===== src/rtl/core/hrp_pkg.sv =====
// Shared constants, codes and the queued operation type of the hashed-token projection core.
package hrp_pkg;

    localparam int DIMS        = 3072;
    localparam int TOKEN_LIMIT = 256;

    localparam int ADDR_W  = $clog2(DIMS);
    localparam int CNT_W   = $clog2(DIMS + 1);
    localparam int LEN_W   = $clog2(TOKEN_LIMIT);
    localparam int INDEX_W = 12;
    localparam int ACC_W   = 24;
    localparam int HASH_W  = 64;
    localparam int VALUE_W = 18;
    localparam int NORM_W  = 48;
    localparam int SUM_W   = 58;
    localparam int SQ_W    = 2 * ACC_W - 1;
    localparam int ROOT_W  = 45;
    localparam int ROOT_STEPS = 45;
    localparam int Q_W     = 18;
    localparam int Q_MAX   = 65536;
    localparam int FOLD_W  = 28;
    localparam int FQ_W    = 17;
    localparam int RECIP_SHIFT = 38;
    localparam int QUEUE_DEPTH = 4;
    localparam int QPTR_W  = $clog2(QUEUE_DEPTH);

    localparam logic [HASH_W-1:0] HASH_INIT = 64'd5381;
    localparam logic [31:0] DK_STEP = 32'd2654435761;
    localparam logic [31:0] MIX_C1  = 32'h85ebca6b;
    localparam logic [31:0] MIX_C2  = 32'hc2b2ae35;
    localparam int W_MOD    = 2000;
    localparam int W_OFFSET = 1000;
    // Residues of 2^16, 2^32 and 2^48 modulo the weight range.
    localparam int FOLD_1 = 1536;
    localparam int FOLD_2 = 1296;
    localparam int FOLD_3 = 656;
    localparam logic [FOLD_W-1:0] RECIP = 28'd137438953;

    localparam logic [1:0] CMD_TEXT   = 2'd0;
    localparam logic [1:0] CMD_FINISH = 2'd1;
    localparam logic [1:0] CMD_READ   = 2'd2;
    localparam logic [1:0] CMD_CLEAR  = 2'd3;

    localparam logic [1:0] ST_OK    = 2'd0;
    localparam logic [1:0] ST_ZERO  = 2'd1;
    localparam logic [1:0] ST_STALE = 2'd2;

    typedef enum logic [1:0] {
        OP_FLUSH  = 2'd0,
        OP_FINISH = 2'd1,
        OP_READ   = 2'd2,
        OP_CLEAR  = 2'd3
    } t_op_kind;

    typedef struct packed {
        t_op_kind            kind;
        logic [HASH_W-1:0]   hash;
        logic                has_token;
        logic                unfinish;
        logic [INDEX_W-1:0]  index;
    } t_op;

endpackage


===== src/rtl/core/hrp_fifo.sv =====
// Short operation queue between the front end and the back end.
module hrp_fifo
    import hrp_pkg::*;
(
    input  logic i_clk,
    input  logic i_rst_n,
    input  logic i_push,
    input  t_op  i_op,
    output logic o_full,
    input  logic i_pop,
    output t_op  o_op,
    output logic o_empty
);

    t_op               r_mem [QUEUE_DEPTH];
    logic [QPTR_W-1:0] r_wr, r_rd;
    logic [QPTR_W:0]   r_count;
    logic              do_push, do_pop;

    assign o_full  = (r_count == (QPTR_W + 1)'(QUEUE_DEPTH));
    assign o_empty = (r_count == '0);
    assign o_op    = r_mem[r_rd];
    assign do_push = i_push && !o_full;
    assign do_pop  = i_pop && !o_empty;

    always_ff @(posedge i_clk) begin
        if (do_push) begin
            r_mem[r_wr] <= i_op;
        end
    end

    always_ff @(posedge i_clk) begin
        if (!i_rst_n) begin
            r_wr    <= '0;
            r_rd    <= '0;
            r_count <= '0;
        end else begin
            if (do_push) begin
                r_wr <= r_wr + 1'b1;
            end
            if (do_pop) begin
                r_rd <= r_rd + 1'b1;
            end
            r_count <= r_count + (QPTR_W + 1)'(do_push) - (QPTR_W + 1)'(do_pop);
        end
    end

endmodule


===== config.mk =====
export PLATFORM = sky130hd
export DESIGN_NAME = hrp_fifo
export DESIGN_NICKNAME = d
export VERILOG_FILES = /design/src/rtl/core/hrp_pkg.sv /design/src/rtl/core/hrp_fifo.sv
export SDC_FILE = /design/constraint.sdc
export NUM_CORES = 1
export LEC_CHECK = 0
export CAP_MARGIN = 20
export CORE_MARGIN = 5
export CORE_UTILIZATION = 50
export DETAILED_ROUTE_END_ITERATION = 7
export DONT_BUFFER_PORTS = 1
export PLACE_DENSITY_LB_ADDON = 0.08
export SLEW_MARGIN = 10
export SYNTH_ARGS = -nofsm -noshare
export SYNTH_HDL_FRONTEND = slang
export SYNTH_SLANG_ARGS = --single-unit

===== constraint.sdc =====
create_clock -name i_clk -period 3.5 [get_ports i_clk]
set_input_delay 0.7 -clock i_clk [delete_from_list [all_inputs] [get_ports i_clk]]
set_output_delay 0.7 -clock i_clk [all_outputs]
set_load 0.03 [all_outputs]

==> results of run 1 <==
==> where the power goes <==
group / total, mW / internal, mW / switching, mW / leakage (nW)
combinational: 2.34 / 0.763 / 1.58 / 0.660
clock: 3.24 / 1.89 / 1.35 / 0.492
sequential: 4.90 / 4.78 / 0.123 / 3.01
total: 10.5 / 7.43 / 3.05 / 4.16
==> placed cells by master (no fill, tap or decap), drive strengths merged <==
master / instances
inv: 8
mux4: 80
clkbuf: 40
clkinv: 12
nand2: 6
nor3b: 1
and2: 7
o21ai: 3
ha: 6
edfxtp: 320
nor2b: 2
mux2i: 2
xnor2: 2
a21boi: 1
dfxtp: 9
nor3: 1
bufinv: 1
nand4bb: 1
fa: 1
or3: 1
buf: 15
==> registers in the layout, indices dropped and copies added (netlist names), named ones only <==
signal and flops:
r_count 3, r_mem 320, r_rd 2, r_wr 2
==> final cells by class <==
class,instances,area [um2]
timing repair buffer,15,187.7
tap,324,405.4
sequential,329,9797
clock buffer,40,894.6
inverter,6,22.52
fill,1829,10610
multi-input combinational,114,2086
clock inverter,15,101.3
==> how the worst min path moves through the flow <==
stage	start	endpoint	slack, ns	cells past startpoint
6_report	i_op[79]	r_mem[0][79]$_DFFE_PP_	0.29	0
5_1_grt	i_op[79]	r_mem[2][79]$_DFFE_PP_	0.26	0
4_1_cts	i_op[68]	r_mem[1][68]$_DFFE_PP_	0.26	0
3_5_place_dp	r_rd[0]$_SDFFE_PN0P_	flip-flop	0.48	2
3_3_place_gp	r_rd[0]$_SDFFE_PN0P_	flip-flop	0.46	2
2_1_floorplan	r_rd[0]$_SDFFE_PN0P_	flip-flop	0.46	2
==> critical path, stage by stage, from the launching register on <==
cell and delay [ns]:
dfxtp_4 0.76, buf_4 0.37, mux4_2 0.47
==> metal layers <==
layer / up-vias / global-route usage (%)
met5: - / 0
met4: 0 / 4.376
met3: 33 / 6.768
met2: 137 / 25.28
met1: 2505 / 19.47
li1: 2058 / -
==> logic make-up (layout without fill, tap and decap cells) <==
logic type                 after synthesis  after routing  share of synthesized area (%)
DFF                                    329            329                          80.83
muxes                                   82             82                          15.04
buffers and inverters                   26             76                          2.035
and+or+nand+nor                         19             19                         0.9814
adders and majority gates                7              7                         0.7851
AOI/OAI and AO/OA                        4              4                         0.1859
xor gates and xnor gates                 2              2                         0.1447
==> run metrics, run 1 <==
Die H 165.6 um; Clock Latency Late Sink 0.50 ns; Worst Hold Class in2reg; Cells after Synth 469; Reg2Reg Launch Point r_count[2]$_SDFF_PN0_; Final period util 80.26%; Starting DRT DRC Count 310; n_diodes 0; CTS root buf clkbuf_16; Top-Level Pins 166; CORE AREA 0.02411 mm2; synth unique cells 23; Yosys Warn Count 0; Slew Viols, Final 0; initial antenna violation count 0; TritonCTS Sinks 329; CTS resizes 0; # hold bufs at CTS 0; DP Wirelength 12.72 mm; CP Capture Type output pin; routed length on met3 1.877 mm; critical path launch point type flip-flop; RSZ-0062 raised after global routing no; FFs w/ async S/R, synth 0%; Post-DP Area 0.01250 mm2; number of enable flip-flop cells after synthesis 320; Overflow after GRT 0; final hold violation count 0; top cells by area, synth edfxtp_1 (79%), mux4_2 (15%), dfxtp_1 (1.5%), buf_12 (1.3%), ha_1 (0.62%); gr usage total 15.61%; crit path to o_op[41]; post-route setup TNS 0 ns; Rows 57; Peak VDD IR 0.5268 mV; Setup Buffers After CTS 0; layout cells sized above 1 28.13%; Num CTS Buffers 34; first-pass GRT wire length 32.78 mm; pin count of the biggest net entering global routing 51; cell taking the most area after synthesis edfxtp_1; Top Metal Used met4; Leakage Power 4.159 nW; fmax 356.0 MHz; cell area after synthesis 0.01211 mm2; top-area cell type share of the netlist area 79.34%; P&R area growth vs syn 11.42%; power density cells 776.9 mW/mm2; via/cell ratio 5.614; Worst-path clk slew 0.06 ns; fin crit period 2.809 ns; Arrival @ worst endpoint 2.11 ns; Vias 4733; post-route antenna net violation count 0; Hold Worst Slack 0.2859 ns; Final WS setup 0.6909 ns; WS Path Type reg2out; Max clock buf depth 3; most frequent cells after synthesis edfxtp_1 (320), mux4_2 (80), buf_2 (9), dfxtp_1 (9), buf_12 (8); Seq/Total Area, Yosys 80.83%; Layout Skew 0.01625 ns; Starting Density 50.24%; Post-Route WL 21.21 mm; fin nets 591; Slew @ Worst Pin 0.6326 ns; crit-path max FO 39; mean post-synth cell area 25.82 um2; DRC 0; most frequent cell after synthesis edfxtp_1; worst-case reg-to-reg path depth 11; wire length on met2 10.65 mm; relative slew slack 57.83%; outcome finished, final reports clean; Yosys reg bits 329; r2r setup slk 0.71 ns; Port Buf Inserts 0; Req. time, crit path 2.80 ns; number of global-route vias before repair 5232; R2R Path End r_count[2]$_SDFF_PN0_; final setup fails 0; Main synth FF type edfxtp_1; die area 0.02744 mm2; Net Count, Synth 560; MaxCap Viol Count 0; Wirelength per Cell 25.16 um; Final GP Congestion 0.7072; Placed Instances 788; Power, Total 10.48 mW; Die Wd 165.6 um; wl on met1 8.256 mm; fin cells 843; htree depth 2; router iterations before antenna repair 4; DP Worst Slack 0.6353 ns; CTS tree yes; fin util 55.98%; fin area 0.01349 mm2
(Power assumes the default switching activity.)
==> inputs of run 2 (changes only) <==
==> constraint.sdc (replaced) <==
create_clock -name i_clk -period 2.9 [get_ports i_clk]
set_input_delay 0.58 -clock i_clk [delete_from_list [all_inputs] [get_ports i_clk]]
set_output_delay 0.58 -clock i_clk [all_outputs]
set_load 0.03 [all_outputs]
==> run metrics, run 2 (same netlist as run 1, synthesis figures left out) <==
Worst Hold Class in2reg; Post-Route WL 20.77 mm; Largest regs r_mem x320, r_count x3; die area 0.02744 mm2; Wirelength per Cell 24.55 um; post-route antenna net violation count 0; max reg flops 320; crit-path cells buf_12, mux4_2; final hold violation count 0; fin crit period 2.653 ns; Worst-path clk slew 0.06 ns; Vias 4740; Slew @ Worst Pin 0.5672 ns; Final period util 91.49%; Final GP Congestion 0.7262; TritonCTS Sinks 329; number of global-route vias before repair 5197; Clock Latency Late Sink 0.50 ns; Starting Density 50.24%; Slew Viols, Final 0; P&R area growth vs syn 12.06%; # hold bufs at CTS 0; Worst Path Buf+Inv 1; pin count of the biggest net entering global routing 45; relative slew slack 62.19%; via/cell ratio 5.603; fin nets 592; Leakage Power 4.170 nW; Max clock buf depth 3; Reg with most FFs r_mem; gr usage total 15.13%; DP Wirelength 12.10 mm; CTS root buf clkbuf_16; area occupied by multi-input gates 0.002086 mm2; CP top delay family multiplexers; htree depth 2; n_diodes 0; DRC 0; Arrival @ worst endpoint 2.07 ns; largest stage delay on the critical path 0.69 ns; most common cell after layout, fill and taps aside edfxtp_1; initial antenna violation count 0; Final WS setup 0.2468 ns; crit-path max FO 38; Overflow after GRT 0; Die Wd 165.6 um; outcome finished, final reports clean; Port Buf Inserts 0; most frequent cells in the layout edfxtp_1 (320), mux4_2 (80), clkbuf_16 (37), buf_12 (11); RSZ-0062 raised after global routing no; Peak VDD IR 0.5592 mV; critical path launch point type flip-flop; Rows 57; router iterations before antenna repair 6; Starting DRT DRC Count 286; Die H 165.6 um; layout cells sized above 1 27.39%; Filler Cell Count 1848; CP Capture Type output pin; CTS tree yes; CORE AREA 0.02411 mm2; post-route setup TNS 0 ns; Req. time, crit path 2.32 ns; MaxCap Viol Count 0; Setup Buffers After CTS 0; DP Worst Slack 0.6342 ns; WS Path Type reg2out; fmax 376.9 MHz; Top-Level Pins 166; Sequential Area 0.009797 mm2; Num CTS Buffers 35; first-pass GRT wire length 31.94 mm; CTS resizes 0; final setup fails 0; Layout Skew 0.01812 ns; critical path's slowest cell mux4_2; power density cells 934.8 mW/mm2
## run 2: changes by cell type in the layout (fill, tap and decap cells not counted)
cell        delta
clkbuf_1       +4
clkbuf_16      +2
bufinv_16      -1
inv_6          -1
buf_12         +5
clkinv_1       +2
clkinvlp_4     +1
inv_8          -1
clkinv_2       -3
buf_4          -5
## run 2: stage by stage
| stage | instance area [um2] | utilization, % | instances | hold WS, ns | power [mW] |
|---|---|---|---|---|---|
| 2_1_floorplan | 12120 | - | 469 | 0.4607 | 8.508 |
| 3_3_place_gp | 12560 | 52.11 | 788 | 0.4751 | 8.913 |
| 3_5_place_dp | 12560 | 52.11 | 788 | 0.4805 | 8.948 |
| 4_1_cts | 13570 | 56.30 | 846 | 0.1491 | 12.89 |
| 5_1_grt | 13570 | 56.30 | 846 | 0.1499 | 13.24 |
| 6_report | 13570 | 56.30 | 846 | 0.1697 | 12.69 |
## run 2: final timing paths
| path | from | to | slack, ns | cells after the start |
|---|---|---|---|---|
| worst min-delay path | i_op[47] | r_mem[0][47]$_DFFE_PP_ | 0.17 | 0 |
| worst max-delay path | flip-flop | o_op[0] | 0.25 | 2 |
| worst min register to register | r_rd[1]$_SDFFE_PN0P_ | flip-flop | 0.50 | 2 |
| worst max register to register | r_count[1]$_SDFF_PN0_ | r_count[2]$_SDFF_PN0_ | 0.66 | 10 |
## run 2: final cells by class
class,count,share of cell area (%)
Clock inverter,12,0.3780
Sequential cell,329,72.19
Tap cell,324,2.987
Inverter,6,0.1659
Multi-Input combinational cell,114,15.37
Clock buffer,46,7.071
Timing Repair Buffer,15,1.844
## run 2: layer usage
| layer | global-route usage, % | share of wire (%) |
|---|---|---|
| met5 | 0 | 0 |
| met4 | 4.376 | 2.1 |
| met3 | 6.721 | 9.6 |
| met2 | 23.86 | 50 |
| met1 | 19.32 | 39 |
## run 2: report_power, final
part           switching (mW)  internal, mW  total (mW)
Combinational            1.87         0.954        2.83
Sequential              0.172          5.77        5.94
Clock                    1.61          2.31        3.92
==> inputs of run 3 (changes only) <==
--- a/config.mk
+++ b/config.mk
@@ -10,7 +10,8 @@
 export CORE_UTILIZATION = 50
 export DETAILED_ROUTE_END_ITERATION = 7
 export DONT_BUFFER_PORTS = 1
-export PLACE_DENSITY_LB_ADDON = 0.08
+export GPL_TIMING_DRIVEN = 0
+export REMOVE_ABC_BUFFERS = 1
 export SLEW_MARGIN = 10
 export SYNTH_ARGS = -nofsm -noshare
 export SYNTH_HDL_FRONTEND = slang
==> run metrics, run 3 (same netlist as run 1, synthesis figures left out) <==
most common cell after layout, fill and taps aside edfxtp_1; pin count of the biggest net entering global routing 52; CP top delay family flip-flops; post-route setup TNS 0 ns; Worst-path clk slew 0.06 ns; Port Buf Inserts 0; WS Path Type reg2out; Reg with most FFs r_mem; Largest regs r_mem x320, r_count x3; R2R Path End r_count[2]$_SDFF_PN0_; fin cells 841; Die H 165.6 um; power density cells 943.3 mW/mm2; initial antenna violation count 1; Starting Density 50.24%; Worst Path Buf+Inv 1; Starting DRT DRC Count 240; Placed Instances 780; CP Capture Type output pin; first-pass GRT wire length 31.66 mm; max reg flops 320; Setup Buffers After CTS 0; Clock Latency Late Sink 0.49 ns; fin util 56.30%; post-route antenna net violation count 0; Overflow after GRT 0; Vias 4717; Final GP Congestion 0.6660; Rows 57; via/cell ratio 5.609; Post-DP Area 0.01250 mm2; CTS tree yes; Max clock buf depth 3; fin nets 583; Top-Level Pins 166; layout cells sized above 1 26.94%; Arrival @ worst endpoint 2.09 ns; crit-path max FO 44; Slew Viols, Final 0; final hold violation count 0; Die Wd 165.6 um; Final WS setup 0.2283 ns; die area 0.02744 mm2; final setup fails 0; P&R area growth vs syn 12.06%; Worst Hold Class in2reg; DP Worst Slack 0.1472 ns; DRC 0; gr usage total 14.96%; DP Wirelength 11.96 mm; worst-case reg-to-reg path depth 10; CTS root buf clkbuf_16; outcome finished, final reports clean; RSZ-0062 raised after global routing no; Wirelength per Cell 24.38 um; CORE AREA 0.02411 mm2; Reg2Reg Launch Point r_count[1]$_SDFF_PN0_; critical path launch point type flip-flop; Peak VDD IR 0.7462 mV; Crit. path cell count 2; router iterations before antenna repair 6; TritonCTS Sinks 329; MaxCap Viol Count 0; fin crit period 2.672 ns; Final period util 92.13%; critical path's slowest cell dfxtp_4; Layout Skew 0.007168 ns; relative slew slack 48.26%; most frequent cells in the layout edfxtp_1 (320), mux4_2 (80), clkbuf_16 (37), clkbuf_1 (12); r2r setup slk 0.25 ns; Post-Route WL 20.51 mm; largest stage delay on the critical path 0.75 ns; Slew @ Worst Pin 0.7762 ns; htree depth 2; fin area 0.01357 mm2; crit-path cells buf_16, mux4_2; Leakage Power 4.166 nW; Req. time, crit path 2.32 ns; fmax 374.3 MHz; # hold bufs at CTS 0; Num CTS Buffers 34; crit path to o_op[60]; number of global-route vias before repair 5241
## run 3: cell count changes in the layout (fill, tap and decap cells not counted), sizes merged
cell      change
buf           -8
clkbuf        +3
bufinv        +1
clkinv        -1
clkinvlp      -1
diode         +1
## run 3: cell type report
type / instances / area [um2]
fillers: 1785 / 10530
flip-flops and latches: 329 / 9797
inverters: 6 / 22.52
multi-input cells: 114 / 2098
clock inverters: 11 / 82.58
diodes: 1 / 2.502
clock buffers: 49 / 970.9
well taps: 324 / 405.4
repair buffers: 7 / 192.7
## run 3: stage by stage
step           hold WS, ns  total power [mW]
2_1_floorplan       0.4607             8.375
3_3_place_gp        0.4681             8.779
3_5_place_dp        0.5002             8.916
5_1_grt             0.1471             13.37
6_report            0.1792             12.80
4_1_cts             0.1528             12.99
## run 3: worst min-delay path by stage
stage	start	to	slack, ns	cells after the start
floorplan	r_rd[0]$_SDFFE_PN0P_	flip-flop	0.46	2
global placement	r_rd[0]$_SDFFE_PN0P_	flip-flop	0.47	2
detailed placement	r_rd[0]$_SDFFE_PN0P_	flip-flop	0.50	2
CTS	i_op[36]	r_mem[2][36]$_DFFE_PP_	0.15	0
global route	i_op[13]	r_mem[3][13]$_DFFE_PP_	0.15	0
finish	i_op[27]	r_mem[0][27]$_DFFE_PP_	0.18	0
## run 3: worst register-to-register path: stages (launching register included)
cell and delay, ns:
dfxtp_1 0.46, nor3b_4 0.14, nor2b_1 0.49, inv_1 0.10
ha_1 0.29, inv_1 0.04, ha_1 0.18, fa_1 0.42
xnor2_1 0.15, xnor2_1 0.12, and2_1 0.15
## run 3: power by group
group	leakage (nW)	internal [mW]	switching (mW)
combinational	0.646	0.938	1.86
sequential	3.01	5.77	0.185
clock	0.514	2.42	1.63
total	4.17	9.13	3.67
## run 3: metal layers
metal | share of wire, % | vias to the layer above | global-route usage (%) | wire [um]
li1 | - | 2041 | - | -
met1 | 38 | 2520 | 17.93 | 7853
met2 | 52 | 131 | 25.43 | 10600
met3 | 8.6 | 25 | 6.411 | 1764
met4 | 1.4 | 0 | 3.443 | 291
met5 | 0 | - | 0 | 0
## run 3: what timing repair did
action,in CTS,in global routing
gates resized for setup,0,2
hold endpoints to repair,0,0
endpoints found under the setup margin,0,1
