File: src/rtl/core/hrp_pkg.sv
// Shared constants, codes and the queued operation type of the hashed-token projection core.
package hrp_pkg;

    localparam int DIMS        = 3072;
    localparam int TOKEN_LIMIT = 256;

    localparam int ADDR_W  = $clog2(DIMS);
    localparam int CNT_W   = $clog2(DIMS + 1);
    localparam int LEN_W   = $clog2(TOKEN_LIMIT);
    localparam int INDEX_W = 12;
    localparam int ACC_W   = 24;
    localparam int HASH_W  = 64;
    localparam int VALUE_W = 18;
    localparam int NORM_W  = 48;
    localparam int SUM_W   = 58;
    localparam int SQ_W    = 2 * ACC_W - 1;
    localparam int ROOT_W  = 45;
    localparam int ROOT_STEPS = 45;
    localparam int Q_W     = 18;
    localparam int Q_MAX   = 65536;
    localparam int FOLD_W  = 28;
    localparam int FQ_W    = 17;
    localparam int RECIP_SHIFT = 38;
    localparam int QUEUE_DEPTH = 4;
    localparam int QPTR_W  = $clog2(QUEUE_DEPTH);

    localparam logic [HASH_W-1:0] HASH_INIT = 64'd5381;
    localparam logic [31:0] DK_STEP = 32'd2654435761;
    localparam logic [31:0] MIX_C1  = 32'h85ebca6b;
    localparam logic [31:0] MIX_C2  = 32'hc2b2ae35;
    localparam int W_MOD    = 2000;
    localparam int W_OFFSET = 1000;
    // Residues of 2^16, 2^32 and 2^48 modulo the weight range.
    localparam int FOLD_1 = 1536;
    localparam int FOLD_2 = 1296;
    localparam int FOLD_3 = 656;
    localparam logic [FOLD_W-1:0] RECIP = 28'd137438953;

    localparam logic [1:0] CMD_TEXT   = 2'd0;
    localparam logic [1:0] CMD_FINISH = 2'd1;
    localparam logic [1:0] CMD_READ   = 2'd2;
    localparam logic [1:0] CMD_CLEAR  = 2'd3;

    localparam logic [1:0] ST_OK    = 2'd0;
    localparam logic [1:0] ST_ZERO  = 2'd1;
    localparam logic [1:0] ST_STALE = 2'd2;

    typedef enum logic [1:0] {
        OP_FLUSH  = 2'd0,
        OP_FINISH = 2'd1,
        OP_READ   = 2'd2,
        OP_CLEAR  = 2'd3
    } t_op_kind;

    typedef struct packed {
        t_op_kind            kind;
        logic [HASH_W-1:0]   hash;
        logic                has_token;
        logic                unfinish;
        logic [INDEX_W-1:0]  index;
    } t_op;

endpackage

File: src/rtl/core/hrp_in_if.sv
// Input channel: command items with valid/ready handshake.
interface hrp_in_if;
    logic        valid;
    logic        ready;
    logic [1:0]  cmd;
    logic [7:0]  text_byte;
    logic [11:0] element_index;

    modport source (output valid, output cmd, output text_byte, output element_index,
                    input ready);
    modport sink (input valid, input cmd, input text_byte, input element_index,
                  output ready);
endinterface

File: src/rtl/core/hrp_front.sv
// Front end: accepts bytes and commands, builds token hashes and queues work for the back end.
module hrp_front
    import hrp_pkg::*;
(
    input  logic i_clk,
    input  logic i_rst_n,
    hrp_in_if.sink i_in,
    input  logic i_q_full,
    input  logic i_init_busy,
    output logic o_push,
    output t_op  o_op
);

    logic [HASH_W-1:0] r_hash, n_hash;
    logic [LEN_W-1:0]  r_len, n_len;
    logic              r_dirty, n_dirty;
    logic              accept;
    logic              is_digit, is_upper, is_lower;
    logic [7:0]        lc;

    assign i_in.ready = !i_q_full && !i_init_busy;
    assign accept     = i_in.valid && i_in.ready;

    assign is_digit = (i_in.text_byte >= 8'h30) && (i_in.text_byte <= 8'h39);
    assign is_upper = (i_in.text_byte >= 8'h41) && (i_in.text_byte <= 8'h5a);
    assign is_lower = (i_in.text_byte >= 8'h61) && (i_in.text_byte <= 8'h7a);
    assign lc       = is_upper ? (i_in.text_byte + 8'd32) : i_in.text_byte;

    always_comb begin
        n_hash  = r_hash;
        n_len   = r_len;
        n_dirty = r_dirty;
        o_push  = 1'b0;
        o_op.kind      = OP_READ;
        o_op.hash      = r_hash;
        o_op.has_token = (r_len != '0);
        o_op.unfinish  = r_dirty;
        o_op.index     = i_in.element_index;
        if (accept) begin
            unique case (i_in.cmd)
                CMD_TEXT: begin
                    if (is_digit || is_upper || is_lower) begin
                        n_dirty = 1'b1;
                        if (r_len < LEN_W'(TOKEN_LIMIT - 1)) begin
                            n_hash = (r_hash << 5) + r_hash + {56'd0, lc};
                            n_len  = r_len + 1'b1;
                        end
                    end else if (r_len != '0) begin
                        // A separator ends the token; the flush also marks the vector stale.
                        o_push        = 1'b1;
                        o_op.kind     = OP_FLUSH;
                        o_op.unfinish = 1'b1;
                        n_hash  = HASH_INIT;
                        n_len   = '0;
                        n_dirty = 1'b0;
                    end else begin
                        n_dirty = 1'b1;
                    end
                end
                CMD_FINISH: begin
                    o_push    = 1'b1;
                    o_op.kind = OP_FINISH;
                    n_hash  = HASH_INIT;
                    n_len   = '0;
                    n_dirty = 1'b0;
                end
                CMD_READ: begin
                    o_push    = 1'b1;
                    o_op.kind = OP_READ;
                    n_dirty   = 1'b0;
                end
                CMD_CLEAR: begin
                    o_push    = 1'b1;
                    o_op.kind = OP_CLEAR;
                    n_hash  = HASH_INIT;
                    n_len   = '0;
                    n_dirty = 1'b0;
                end
                default: begin
                    o_push = 1'b0;
                end
            endcase
        end
    end

    always_ff @(posedge i_clk) begin
        if (!i_rst_n) begin
            r_hash  <= HASH_INIT;
            r_len   <= '0;
            r_dirty <= 1'b0;
        end else begin
            r_hash  <= n_hash;
            r_len   <= n_len;
            r_dirty <= n_dirty;
        end
    end

endmodule

File: src/flat_wrapper.sv
// flat-port wrapper written by rule: the top's interface ports become plain ports
module hrp_front_flat import hrp_pkg::*;
  (i_clk, i_rst_n, i_q_full, i_init_busy, o_push, o_op, i_in_valid, i_in_cmd, i_in_text_byte, i_in_element_index, i_in_ready);
  hrp_in_if i_in_i ();
  input  logic i_clk;
  input  logic i_rst_n;
  input  logic i_q_full;
  input  logic i_init_busy;
  output logic o_push;
  output t_op o_op;
  input wire logic [$bits(i_in_i.valid)-1:0] i_in_valid;
  input wire logic [$bits(i_in_i.cmd)-1:0] i_in_cmd;
  input wire logic [$bits(i_in_i.text_byte)-1:0] i_in_text_byte;
  input wire logic [$bits(i_in_i.element_index)-1:0] i_in_element_index;
  output wire logic [$bits(i_in_i.ready)-1:0] i_in_ready;
  assign i_in_i.valid = i_in_valid;
  assign i_in_i.cmd = i_in_cmd;
  assign i_in_i.text_byte = i_in_text_byte;
  assign i_in_i.element_index = i_in_element_index;
  assign i_in_ready = i_in_i.ready;
  hrp_front u_core (.i_clk(i_clk), .i_rst_n(i_rst_n), .i_in(i_in_i), .i_q_full(i_q_full), .i_init_busy(i_init_busy), .o_push(o_push), .o_op(o_op));
endmodule
File: config.mk
export PLATFORM = sky130hd
export DESIGN_NAME = hrp_front_flat
export DESIGN_NICKNAME = d
export VERILOG_FILES = /design/src/rtl/core/hrp_pkg.sv /design/src/rtl/core/hrp_in_if.sv /design/src/rtl/core/hrp_front.sv /design/src/flat_wrapper.sv
export SDC_FILE = /design/constraint.sdc
export NUM_CORES = 1
export LEC_CHECK = 0
export ABC_AREA = 1
export BUFFER_PORTS_ARGS = -buffer_cell sky130_fd_sc_hd__buf_2
export CORE_MARGIN = 2
export CORE_UTILIZATION = 50
export CTS_BUF_LIST = sky130_fd_sc_hd__clkbuf_8
export DETAILED_ROUTE_END_ITERATION = 10
export PLACE_DENSITY = 0.7
export SETUP_SLACK_MARGIN = 0.02
export SLEW_MARGIN = 20
export SYNTH_ARGS = -nofsm -noshare
export SYNTH_HDL_FRONTEND = slang
export SYNTH_SLANG_ARGS = --single-unit
File: constraint.sdc
create_clock -name i_clk -period 4 [get_ports i_clk]
set_input_delay 0.6 -clock i_clk [delete_from_list [all_inputs] [get_ports i_clk]]
set_output_delay 0.6 -clock i_clk [all_outputs]
set_load 0.05 [all_outputs]
==> impl_metrics.py, run 1 <==
metrics = {
    "timing": {
        "finalHoldViolCount": 0,
        "relSlewSlack_pct": 47.47,
        "worst_pin_slew_ns": 0.7880,
        "fin_crit_sh_pct": 87.62,
        "rsz0062_at_grt": "no",
        "fin_skew_ns": 0.01669,
        "fin_crit_ns": 3.505,
        "final_max_slew_viol_count": 0,
        "finalSetupTns_ns": 0,
        "setup_viol": 0,
        "clock.fmax_mhz": 285.3,
        "fin_hold_ws_ns": 0.4934,
    },
    "synth": {
        "synth_ff_type": "dfxtp_1",
        "ys_seq_elements": 73,
        "ys_async_sr_fraction_pct": 0,
        "synth_enable_flop_cells": 0,
        "netlist_area_sq_um": 9568,
        "ys.warnings.count": 0,
        "synth-seq-area-share_pct": 15.27,
        "syn_nets": 1874,
        "synthCells": 1717,
        "ys_types": 35,
        "syn_area_per_cell_sq_um": 5.572,
    },
    "clock_network": {
        "cts_hold_buf": 0,
        "cts_setup_buffers": 0,
        "clock_sinks": 73,
        "numCtsBuffers": 9,
        "cts_tree": "built",
        "path_clk_slew_ns": 0.10,
        "htreeDepth": 3,
        "clock_latency_ns": 0.41,
        "cts-resized-gates": 0,
        "clockBufferDepth": 2,
        "clockRootBuffer": "clkbuf_8",
    },
    "floorplan": {
        "start_util_pct": 50.98,
        "core_sq_um": 18770,
        "rows": 50,
        "io_pins": 109,
        "die_area_sq_um": 20260,
        "die_w_um": 142.3,
        "die_height_um": 142.3,
    },
    "critical_path": {
        "crit_family": "simple AND/OR/NAND/NOR gates",
        "cp_max_fo": 6,
        "cp_slowest_cell": "fa_1",
        "start_kind": "primary input",
        "cp-end-kind": "register",
        "path_cells": "buf_2 > inv_2 > ha_1 > nand4_1 > nand2_1 > nand2_2 > inv_1 > nand2_1 > nand2_1 > fa_1 > inv_1 > ha_1 > nand2_1 > nor2_1 > nand3_1 > nand2_1 > nand2_1 > nand2_1 > nand3_1 > nand3_1 > nand2_1 > nand3_1 > a21oi_1",
        "path_common_cell": "nand2_1",
        "path_class": "in -> reg",
        "crit_path_max_incr_delay_ns": 0.48,
        "crit_arrival_ns": 3.77,
        "critPathRequiredTime_ns": 4.26,
        "timing.critical_path.buf_inv": 4,
    },
    "grt": {
        "grt_start_max_net_pins": 62,
        "grt_pass1_wl_mm": 52.76,
        "grt-ovfl-total": 0,
        "grtUsageTotal_pct": 33.93,
        "antenna_found_initial": 0,
        "grt_pass1_vias": 9506,
    },
    "detailed_routing": {
        "num_vias": 10550,
        "wl_per_cell_um": 16.66,
        "drtPass1Iterations": 6,
        "drt-total-wl_mm": 33.70,
        "postRouteAntennaNets": 0,
        "routed_via_density": 5.215,
        "drc": 0,
        "initialDrtViolationCount": 855,
    },
    "cells_and_area": {
        "final_nets": 1941,
        "final_common_cell": "nand2_1",
        "final_cells": 2023,
        "fin_util_pct": 55.09,
        "diodes": 0,
        "area_delta_synth_final_pct": 8.068,
        "final_cell_mix": "661 x nand2_1, 319 x inv_1, 146 x nor2_1",
        "drive_gt1_share_pct": 6.652,
    },
    "placement": {
        "placed_cells": 2007,
        "post-dp-hpwl_mm": 28.13,
        "gp_congestion": 1.034,
        "placement.io_buffers": 84,
    },
    "status": {
        "outcome": "complete, no violations",
    },
    "pwr": {
        "leakage_nw": 6.327,
        "p_per_area_nw_per_um2": 164.0,
        "finalPower_w": 0.001696,
        "peakVddDrop_mv": 0.1352,
    },
    "worst_hold_path": {
        "hold_class": "reg -> reg",
    },
    "flow_run": {
        "max_cap_violations": 0,
    },
}
## stage by stage
step	setup WS [ns]	area, sq um
after floorplan	0.4065	9568
after global placement	0.1783	10130
after detailed placement	0.1190	10130
after CTS	0.5271	10340
after global routing	0.2070	10340
final	0.4952	10340
## kinds of logic after synthesis
kind of cell | share of synthesized area (%)
AO/OA/AOI/OAI | 8.369
flip-flops | 15.27
AND/OR/NAND/NOR | 41.70
adder cells (fa/ha/maj) | 17.31
buffers and inverters | 14.87
XOR/XNOR | 2.471
## flip-flops by register name, indices dropped and copies added (netlist names)
name	flops
u_core.r_dirty	1
u_core.r_hash	64
u_core.r_len	8
## power breakdown
group	switching, W	total (W)	leakage, nW	internal [W]
registers	0.00000871	0.000742	0.589	0.000734
logic	0.000186	0.000263	5.63	0.0000774
clock network	0.000377	0.000690	0.104	0.000314
total	0.000571	0.00170	6.33	0.00112
## cells in the mapped netlist, types with 2 or more instances
cell | instances | share of area (%)
nand2_1 | 661 | 26
o21bai_1 | 5 | 0.39
xor2_1 | 23 | 2.1
clkbuf_1 | 8 | 0.31
a31oi_1 | 3 | 0.20
buf_4 | 14 | 1.1
or2_2 | 7 | 0.46
a211oi_1 | 3 | 0.24
xnor2_1 | 4 | 0.37
buf_6 | 3 | 0.35
o211ai_1 | 3 | 0.24
ha_1 | 126 | 16
nor3_1 | 23 | 1.2
and3_1 | 2 | 0.13
inv_1 | 319 | 13
nand3b_1 | 22 | 1.7
nand4_1 | 17 | 1.1
a21oi_1 | 113 | 5.9
nand3_1 | 94 | 4.9
o21ai_0 | 21 | 1.1
dfxtp_1 | 73 | 15
nor2_1 | 146 | 5.7
inv_2 | 2 | 0.078
fa_1 | 4 | 0.84
nor4_1 | 3 | 0.20
buf_2 | 9 | 0.47
## worst paths after layout
check                           cells past startpoint  slack [ns]              start                end
worst max-delay path                               23        0.50  i_in_text_byte[5]  u_core.r_hash[45]
worst min-delay path                                2        0.49  u_core.r_hash[62]  u_core.r_hash[62]
worst max register to register                     13        0.94  u_core.r_hash[46]  u_core.r_hash[47]
worst min register to register                      2        0.49  u_core.r_hash[62]  u_core.r_hash[62]
## tightest hold or removal path: cells and delay by family (launching register included)
family | cells | cell delay [ns]
AND/OR/NAND/NOR | 1 | 0.06
AO/OA/AOI/OAI | 1 | 0.05
flip-flops | 1 | 0.34
## routing by layer
layer / vias to the layer above / global-route usage (%) / part of all wire [%]
met3: 61 / 4.374 / 6.4
met4: 0 / 11.31 / 3.3
met2: 381 / 55.76 / 45
met5: - / 0 / 0
met1: 4656 / 46.08 / 46
li1: 5452 / - / -
## final cells by class
| class | instances | area [sq um] |
|---|---|---|
| clock inverter | 6 | 72.57 |
| timing repair buffer | 90 | 478.0 |
| inverter | 322 | 1209 |
| sequential | 73 | 1461 |
| clock buffer | 10 | 137.6 |
| fill | 2035 | 8428 |
| tap | 234 | 292.8 |
| multi-input combinational | 1288 | 6689 |
No activity file was read; power rests on OpenSTA's default activity.
==> inputs of run 2 (changes only) <==
Settings changed: ABC_AREA 1 to 0, PLACE_DENSITY 0.7 to 0.71.
==> run 2 against run 1 <==
Effect of this change: global-route usage is 8.2 points lower; worst hold slack better by 0.00071 ns; combinational power is 31% lower; design area is 14% lower; critical path depth is 2 lower; synthesized cell count is 45% lower; sequential share of layout area is 2.4 points higher; final cell count is 38% lower; largest cell class unchanged; largest power group unchanged; highest routed layer unchanged.
==> impl_metrics.py, run 2 <==
metrics = {
    "grt": {
        "grtUsageTotal_pct": 25.69,
        "grt_pass1_wl_mm": 33.87,
        "grt_start_max_net_pins": 41,
        "antenna_found_initial": 0,
        "grt_pass1_vias": 6984,
        "grt-ovfl-total": 0,
    },
    "cells_and_area": {
        "final_common_cell": "ha_1",
        "diodes": 0,
        "largest_registers": "u_core.r_hash (64), u_core.r_len (8), u_core.r_dirty (1)",
        "largest_reg_flops": 64,
        "final_nets": 1219,
        "final_cell_mix": "122 x ha_1, 109 x nand2_1, 80 x buf_2",
        "fin_util_pct": 60.88,
        "top_register": "u_core.r_hash",
        "final_cells": 1251,
        "drive_gt1_share_pct": 19.96,
        "area_delta_synth_final_pct": 18.84,
    },
    "placement": {
        "post-dp-hpwl_mm": 15.75,
        "placement.io_buffers": 84,
        "placed_cells": 1227,
        "dp_slack_ns": -0.5709,
        "gp_congestion": 0.9253,
    },
    "critical_path": {
        "critPathRequiredTime_ns": 4.28,
        "cp_slowest_cell": "fa_1",
        "crit_path_max_incr_delay_ns": 0.51,
        "cp-end-kind": "register",
        "path_class": "in -> reg",
        "crit_arrival_ns": 4.24,
        "path_cells": "buf_8 > inv_4 > ha_4 > a41oi_2 > o22a_1 > nor2_4 > a21oi_2 > fa_1 > inv_2 > ha_4 > a21oi_2 > or3b_4 > buf_6 > nand3_2 > o211a_1 > nor3_2 > o41a_1 > o21ai_4 > a41oi_2 > xor2_1 > o21ai_2",
        "start_kind": "primary input",
        "cp_max_fo": 4,
    },
    "clock_network": {
        "htreeDepth": 3,
        "cts_tree": "built",
        "clockBufferDepth": 2,
        "numCtsBuffers": 9,
        "cts_hold_buf": 0,
        "clockRootBuffer": "clkbuf_8",
        "clock_latency_ns": 0.39,
        "path_clk_slew_ns": 0.08,
        "clock_sinks": 73,
    },
    "timing": {
        "final_max_slew_viol_count": 0,
        "fin_crit_sh_pct": 98.83,
        "fin_skew_ns": 0.01391,
        "rsz0062_at_grt": "yes",
        "clock.fmax_mhz": 253.0,
        "finalHoldViolCount": 0,
        "finalSetupTns_ns": 0,
        "relSlewSlack_pct": 52.36,
        "worst_pin_slew_ns": 0.7081,
        "fin_ws_ns": 0.04678,
        "fin_crit_ns": 3.953,
        "setup_viol": 0,
    },
    "floorplan": {
        "die_w_um": 126.0,
        "core_sq_um": 14530,
        "die_height_um": 126.0,
        "die_area_sq_um": 15880,
        "io_pins": 109,
        "start_util_pct": 51.23,
        "rows": 44,
    },
    "synth": {
        "yosysMostFrequentCell": "ha_1",
        "synth_enable_flop_cells": 0,
        "synth_ff_type": "dfxtp_1",
        "syn_area_per_cell_sq_um": 7.821,
        "synth-seq-area-share_pct": 19.63,
        "ys_async_sr_fraction_pct": 0,
        "synthCells": 952,
        "netlist_area_sq_um": 7446,
        "synthTopCellsByCount": "126 x ha_1, 109 x nand2_1, 84 x a21oi_1, 84 x o21ai_0, 73 x dfxtp_1",
        "synth_area_leader_cell": "ha_1",
        "ys_seq_elements": 73,
        "synthTopCellsByArea": "ha_1 21%, dfxtp_1 20%, a21oi_1 5.6%",
        "ys_types": 71,
        "synth_top_area_share_pct": 21.17,
        "syn_nets": 1109,
        "ys.warnings.count": 0,
    },
    "status": {
        "outcome": "complete, no violations",
    },
    "detailed_routing": {
        "drc": 0,
        "wl_per_cell_um": 16.50,
        "drt-total-wl_mm": 20.64,
        "postRouteAntennaNets": 0,
        "initialDrtViolationCount": 592,
        "routed_via_density": 5.966,
        "drtPass1Iterations": 5,
        "num_vias": 7464,
    },
    "pwr": {
        "leakage_nw": 4.183,
        "p_per_area_nw_per_um2": 179.3,
        "finalPower_w": 0.001586,
        "peakVddDrop_mv": 0.1223,
    },
    "worst_hold_path": {
        "hold_class": "reg -> reg",
    },
    "flow_run": {
        "max_cap_violations": 0,
    },
}
==> run 2: cell types whose count changed after synthesis, moves of 14 or more <==
cell and delta:
inv_1 -294, o21ai_0 +63, nor2b_1 +31, nand2_1 -552, a22oi_1 +14, nand3_1 -83
and2_1 +14, nand3b_1 -19, a21o_1 +33, a21oi_1 -29, nor2_1 -90, xnor2_1 +29
==> run 2: kinds of logic (layout without fill, tap and decap cells) <==
kind of cell	after synthesis	count (layout)	share of synthesized area, %
AO/OA/AOI/OAI	322	322	27.39
AND/OR/NAND/NOR	297	297	19.34
adder cells (fa/ha/maj)	130	130	22.25
flip-flops	73	73	19.63
buffers and inverters	71	186	4.403
XOR/XNOR	57	57	6.705
multiplexers	2	2	0.2857
==> run 2: power breakdown <==
part / total, W / switching [W] / internal, W
Combinational: 0.000181 / 0.000104 / 0.0000768
Sequential: 0.000730 / 0.00000239 / 0.000728
Clock: 0.000675 / 0.000324 / 0.000351
Total: 0.00159 / 0.000431 / 0.00116
==> run 2: critical path, delay by kind of cell <==
family	cells	cell delay, ns
xor gates and xnor gates	1	0.19
and+or+nand+nor	4	0.69
buffers and inverters	4	0.33
AOI/OAI and AO/OA	9	1.50
adders and majority gates	3	0.89
==> run 2: worst paths after layout <==
| path | slack [ns] | endpoint | cells after the start | start |
|---|---|---|---|---|
| setup / recovery | 0.05 | u_core.r_hash[54] | 21 | i_in_text_byte[5] |
| setup reg to reg | 0.44 | u_core.r_hash[54] | 12 | u_core.r_hash[26] |
| hold / removal | 0.49 | u_core.r_hash[60] | 2 | u_core.r_hash[60] |
| hold reg to reg | 0.49 | u_core.r_hash[60] | 2 | u_core.r_hash[60] |
==> run 2: per-layer routing <==
layer / GRT usage (%) / part of all wire, % / vias to the layer above
li1: - / - / 3701
met3: 3.271 / 4.6 / 27
met4: 7.304 / 1.7 / 0
met1: 36.67 / 50 / 3534
met5: 0 / 0 / -
met2: 40.77 / 44 / 202
==> run 2: cell type report <==
cell class                 count  area, sq um
multi-input combinational    808         5914
tap                          184        230.2
clock inverter                 7        95.09
sequential                    73         1461
timing repair buffer         145        927.1
fill                        1372         5685
inverter                      25        96.34
clock buffer                   9        123.9
==> run 2: timing repair <==
item | CTS | global route
endpoints found under the setup margin | 22 | 27
pin swaps | 16 | 40
setup buffers | 3 | 5
resized for setup | 24 | 32
==> run 2: stage by stage <==
stage          hold slack [ns]  cell area (sq um)
6_report                0.4941               8848
5_1_grt                 0.5158               8848
4_1_cts                 0.4951               8703
3_5_place_dp            0.4757               8356
3_3_place_gp            0.4677               8356
2_1_floorplan           0.4447               7517
==> inputs of run 3 (changes only) <==
Settings changed: CORE_ASPECT_RATIO set to 1.75.
==> run 3 against run 2 <==
Effect of this change: fmax decreased by 0.61%; critical path depth unchanged; clock-buffer cell count unchanged; die area increased by 0.24%; final cell count increased by 0.16%; worst hold slack got worse by 0.0095 ns; global-route usage increased by 1.6 points; combinational power about the same; via count decreased by 0.15%; clock power decreased by 11%; design area increased by 0.35%; setup slack got worse by 0.024 ns; critical path type unchanged; critical endpoint unchanged; highest routed layer unchanged.
==> impl_metrics.py, run 3 (synthesized netlist as in run 2, its figures left out) <==
metrics = {
    "clock_network": {
        "clock_sinks": 73,
        "cts_hold_buf": 0,
        "cts_tree": "built",
        "numCtsBuffers": 9,
        "clockRootBuffer": "clkbuf_8",
        "path_clk_slew_ns": 0.09,
        "htreeDepth": 3,
        "clock_latency_ns": 0.38,
        "clockBufferDepth": 2,
    },
    "critical_path": {
        "crit-reg2reg-launch": "u_core.r_hash[19]",
        "reg2regPathDepth": 13,
        "cp_max_fo": 4,
        "cp-endpoint": "u_core.r_hash[54]",
        "path_class": "in -> reg",
        "cp-end-kind": "register",
        "regToRegEndpoint": "u_core.r_hash[54]",
        "reg2reg_slack_ns": 0.20,
        "crit_arrival_ns": 4.24,
        "crit_start": "i_in_text_byte[0]",
        "start_kind": "primary input",
        "critPathRequiredTime_ns": 4.26,
    },
    "cells_and_area": {
        "final_nets": 1223,
        "drive_gt1_share_pct": 20.47,
        "final_cell_mix": "123 x ha_1, 108 x nand2_1, 80 x buf_2",
        "diodes": 0,
        "area_delta_synth_final_pct": 19.26,
        "postLayoutCellArea_sq_um": 8880,
        "largest_reg_flops": 64,
        "top_register": "u_core.r_hash",
        "largest_registers": "u_core.r_hash (64), u_core.r_len (8), u_core.r_dirty (1)",
        "final_common_cell": "ha_1",
        "fin_util_pct": 60.45,
    },
    "timing": {
        "final_max_slew_viol_count": 0,
        "finalHoldViolCount": 0,
        "setup_viol": 0,
        "fin_crit_sh_pct": 99.44,
        "fin_skew_ns": 0.02196,
        "fin_crit_ns": 3.978,
        "worst_pin_slew_ns": 0.8017,
        "clock.fmax_mhz": 251.4,
        "relSlewSlack_pct": 45.17,
        "rsz0062_at_grt": "yes",
    },
    "grt": {
        "busiest_layer": "met2",
        "grt_util_met3_pct": 2.995,
        "grt-ovfl-total": 0,
        "met1_usage_pct": 28.53,
        "grt_pass1_vias": 7118,
        "grt_start_max_net_pins": 41,
        "grtUsageTotal_pct": 27.26,
        "met2_usage_pct": 52.53,
        "grt_pass1_wl_mm": 34.25,
        "antenna_found_initial": 0,
    },
    "pwr": {
        "finalPower_w": 0.001512,
        "p_per_area_nw_per_um2": 170.2,
        "leakage_nw": 4.207,
        "peakVddDrop_mv": 0.1231,
    },
    "flow_run": {
        "max_cap_violations": 0,
    },
    "placement": {
        "placement.io_buffers": 84,
        "place_area_sq_um": 8349,
        "post-dp-hpwl_mm": 17.03,
        "gp_congestion": 0.9156,
    },
    "floorplan": {
        "rows": 59,
        "die_area_sq_um": 15920,
        "die_height_um": 165.4,
        "die_w_um": 96.25,
        "io_pins": 109,
        "core_sq_um": 14690,
        "start_util_pct": 50.69,
    },
    "detailed_routing": {
        "drc": 0,
        "num_vias": 7453,
        "drtPass1Iterations": 5,
        "drt-total-wl_mm": 21.78,
        "postRouteAntennaNets": 0,
        "initialDrtViolationCount": 352,
        "routed_via_density": 5.948,
        "wl_per_cell_um": 17.38,
    },
    "worst_hold_path": {
        "hold_class": "reg -> reg",
        "min_path_cells": 2,
    },
    "status": {
        "outcome": "complete, no violations",
    },
}
==> run 3: cell types whose count changed in the layout (fill, tap and decap cells not counted), moves of 2 or more <==
cell / change
a21oi_4: +2
a21oi_2: -2
buf_4: +3
clkinv_4: -2
==> run 3: final cells by class <==
type / instances / area (sq um)
inverters: 25 / 96.34
well taps: 183 / 229.0
clock buffers: 9 / 123.9
flip-flops and latches: 73 / 1461
clock inverters: 6 / 60.06
repair buffers: 149 / 964.7
fillers: 1397 / 5811
multi-input cells: 808 / 5944
==> run 3: report_power, final <==
part	total [W]	internal (W)	switching (W)	leakage [nW]
Combinational	0.000180	0.0000769	0.000103	3.53
Clock	0.000601	0.000282	0.000319	0.0909
Sequential	0.000730	0.000728	0.00000236	0.588
Total	0.00151	0.00109	0.000425	4.21
==> run 3: worst min path at each step <==
stage / from / end / slack (ns)
finish: u_core.r_hash[60] / u_core.r_hash[60] / 0.48
global route: u_core.r_len[7] / u_core.r_len[7] / 0.52
CTS: u_core.r_hash[60] / u_core.r_hash[60] / 0.49
detailed placement: u_core.r_hash[60] / u_core.r_hash[60] / 0.48
global placement: u_core.r_len[7] / u_core.r_len[7] / 0.47
floorplan: u_core.r_len[7] / u_core.r_len[7] / 0.44
==> run 3: metal layers <==
metal	wire [um]	share of wire [%]	vias up
met5	0	0	-
met4	870	4.0	0
met3	680	3.1	69
met2	12120	56	194
met1	8107	37	3486
li1	-	-	3704
==> run 3: critical path, cell delays in order <==
cell	delay [ns]
buf_8	0.10
buf_6	0.11
inv_2	0.05
a41oi_2	0.10
o22a_1	0.23
nor2_4	0.17
a21oi_2	0.09
fa_1	0.52
inv_2	0.05
ha_4	0.27
a21oi_2	0.04
or3b_4	0.39
nand3_2	0.11
o211a_4	0.19
nor3_4	0.04
o41a_1	0.45
o21ai_2	0.17
buf_6	0.14
a41oi_2	0.13
xor2_1	0.20
o21ai_2	0.07
==> run 3: metrics by stage <==
stage | std cells | setup WS [ns] | setup TNS [ns] | hold WS (ns)
finish | 1253 | 0.02239 | 0 | 0.4846
global route | 1253 | -0.1147 | -1.043 | 0.5239
CTS | 1243 | -0.03543 | -0.1001 | 0.4937
detailed placement | 1227 | -0.6038 | -16.85 | 0.4812
global placement | 1227 | -0.4850 | -13.55 | 0.4731
floorplan | 952 | 0.02741 | 0 | 0.4447
==> run 3: timing repair <==
action,in CTS,in global routing
setup buffers,1,10
setup endpoints to repair,27,29
pin swaps,4,41
gates resized for setup,13,52
cloned,0,0
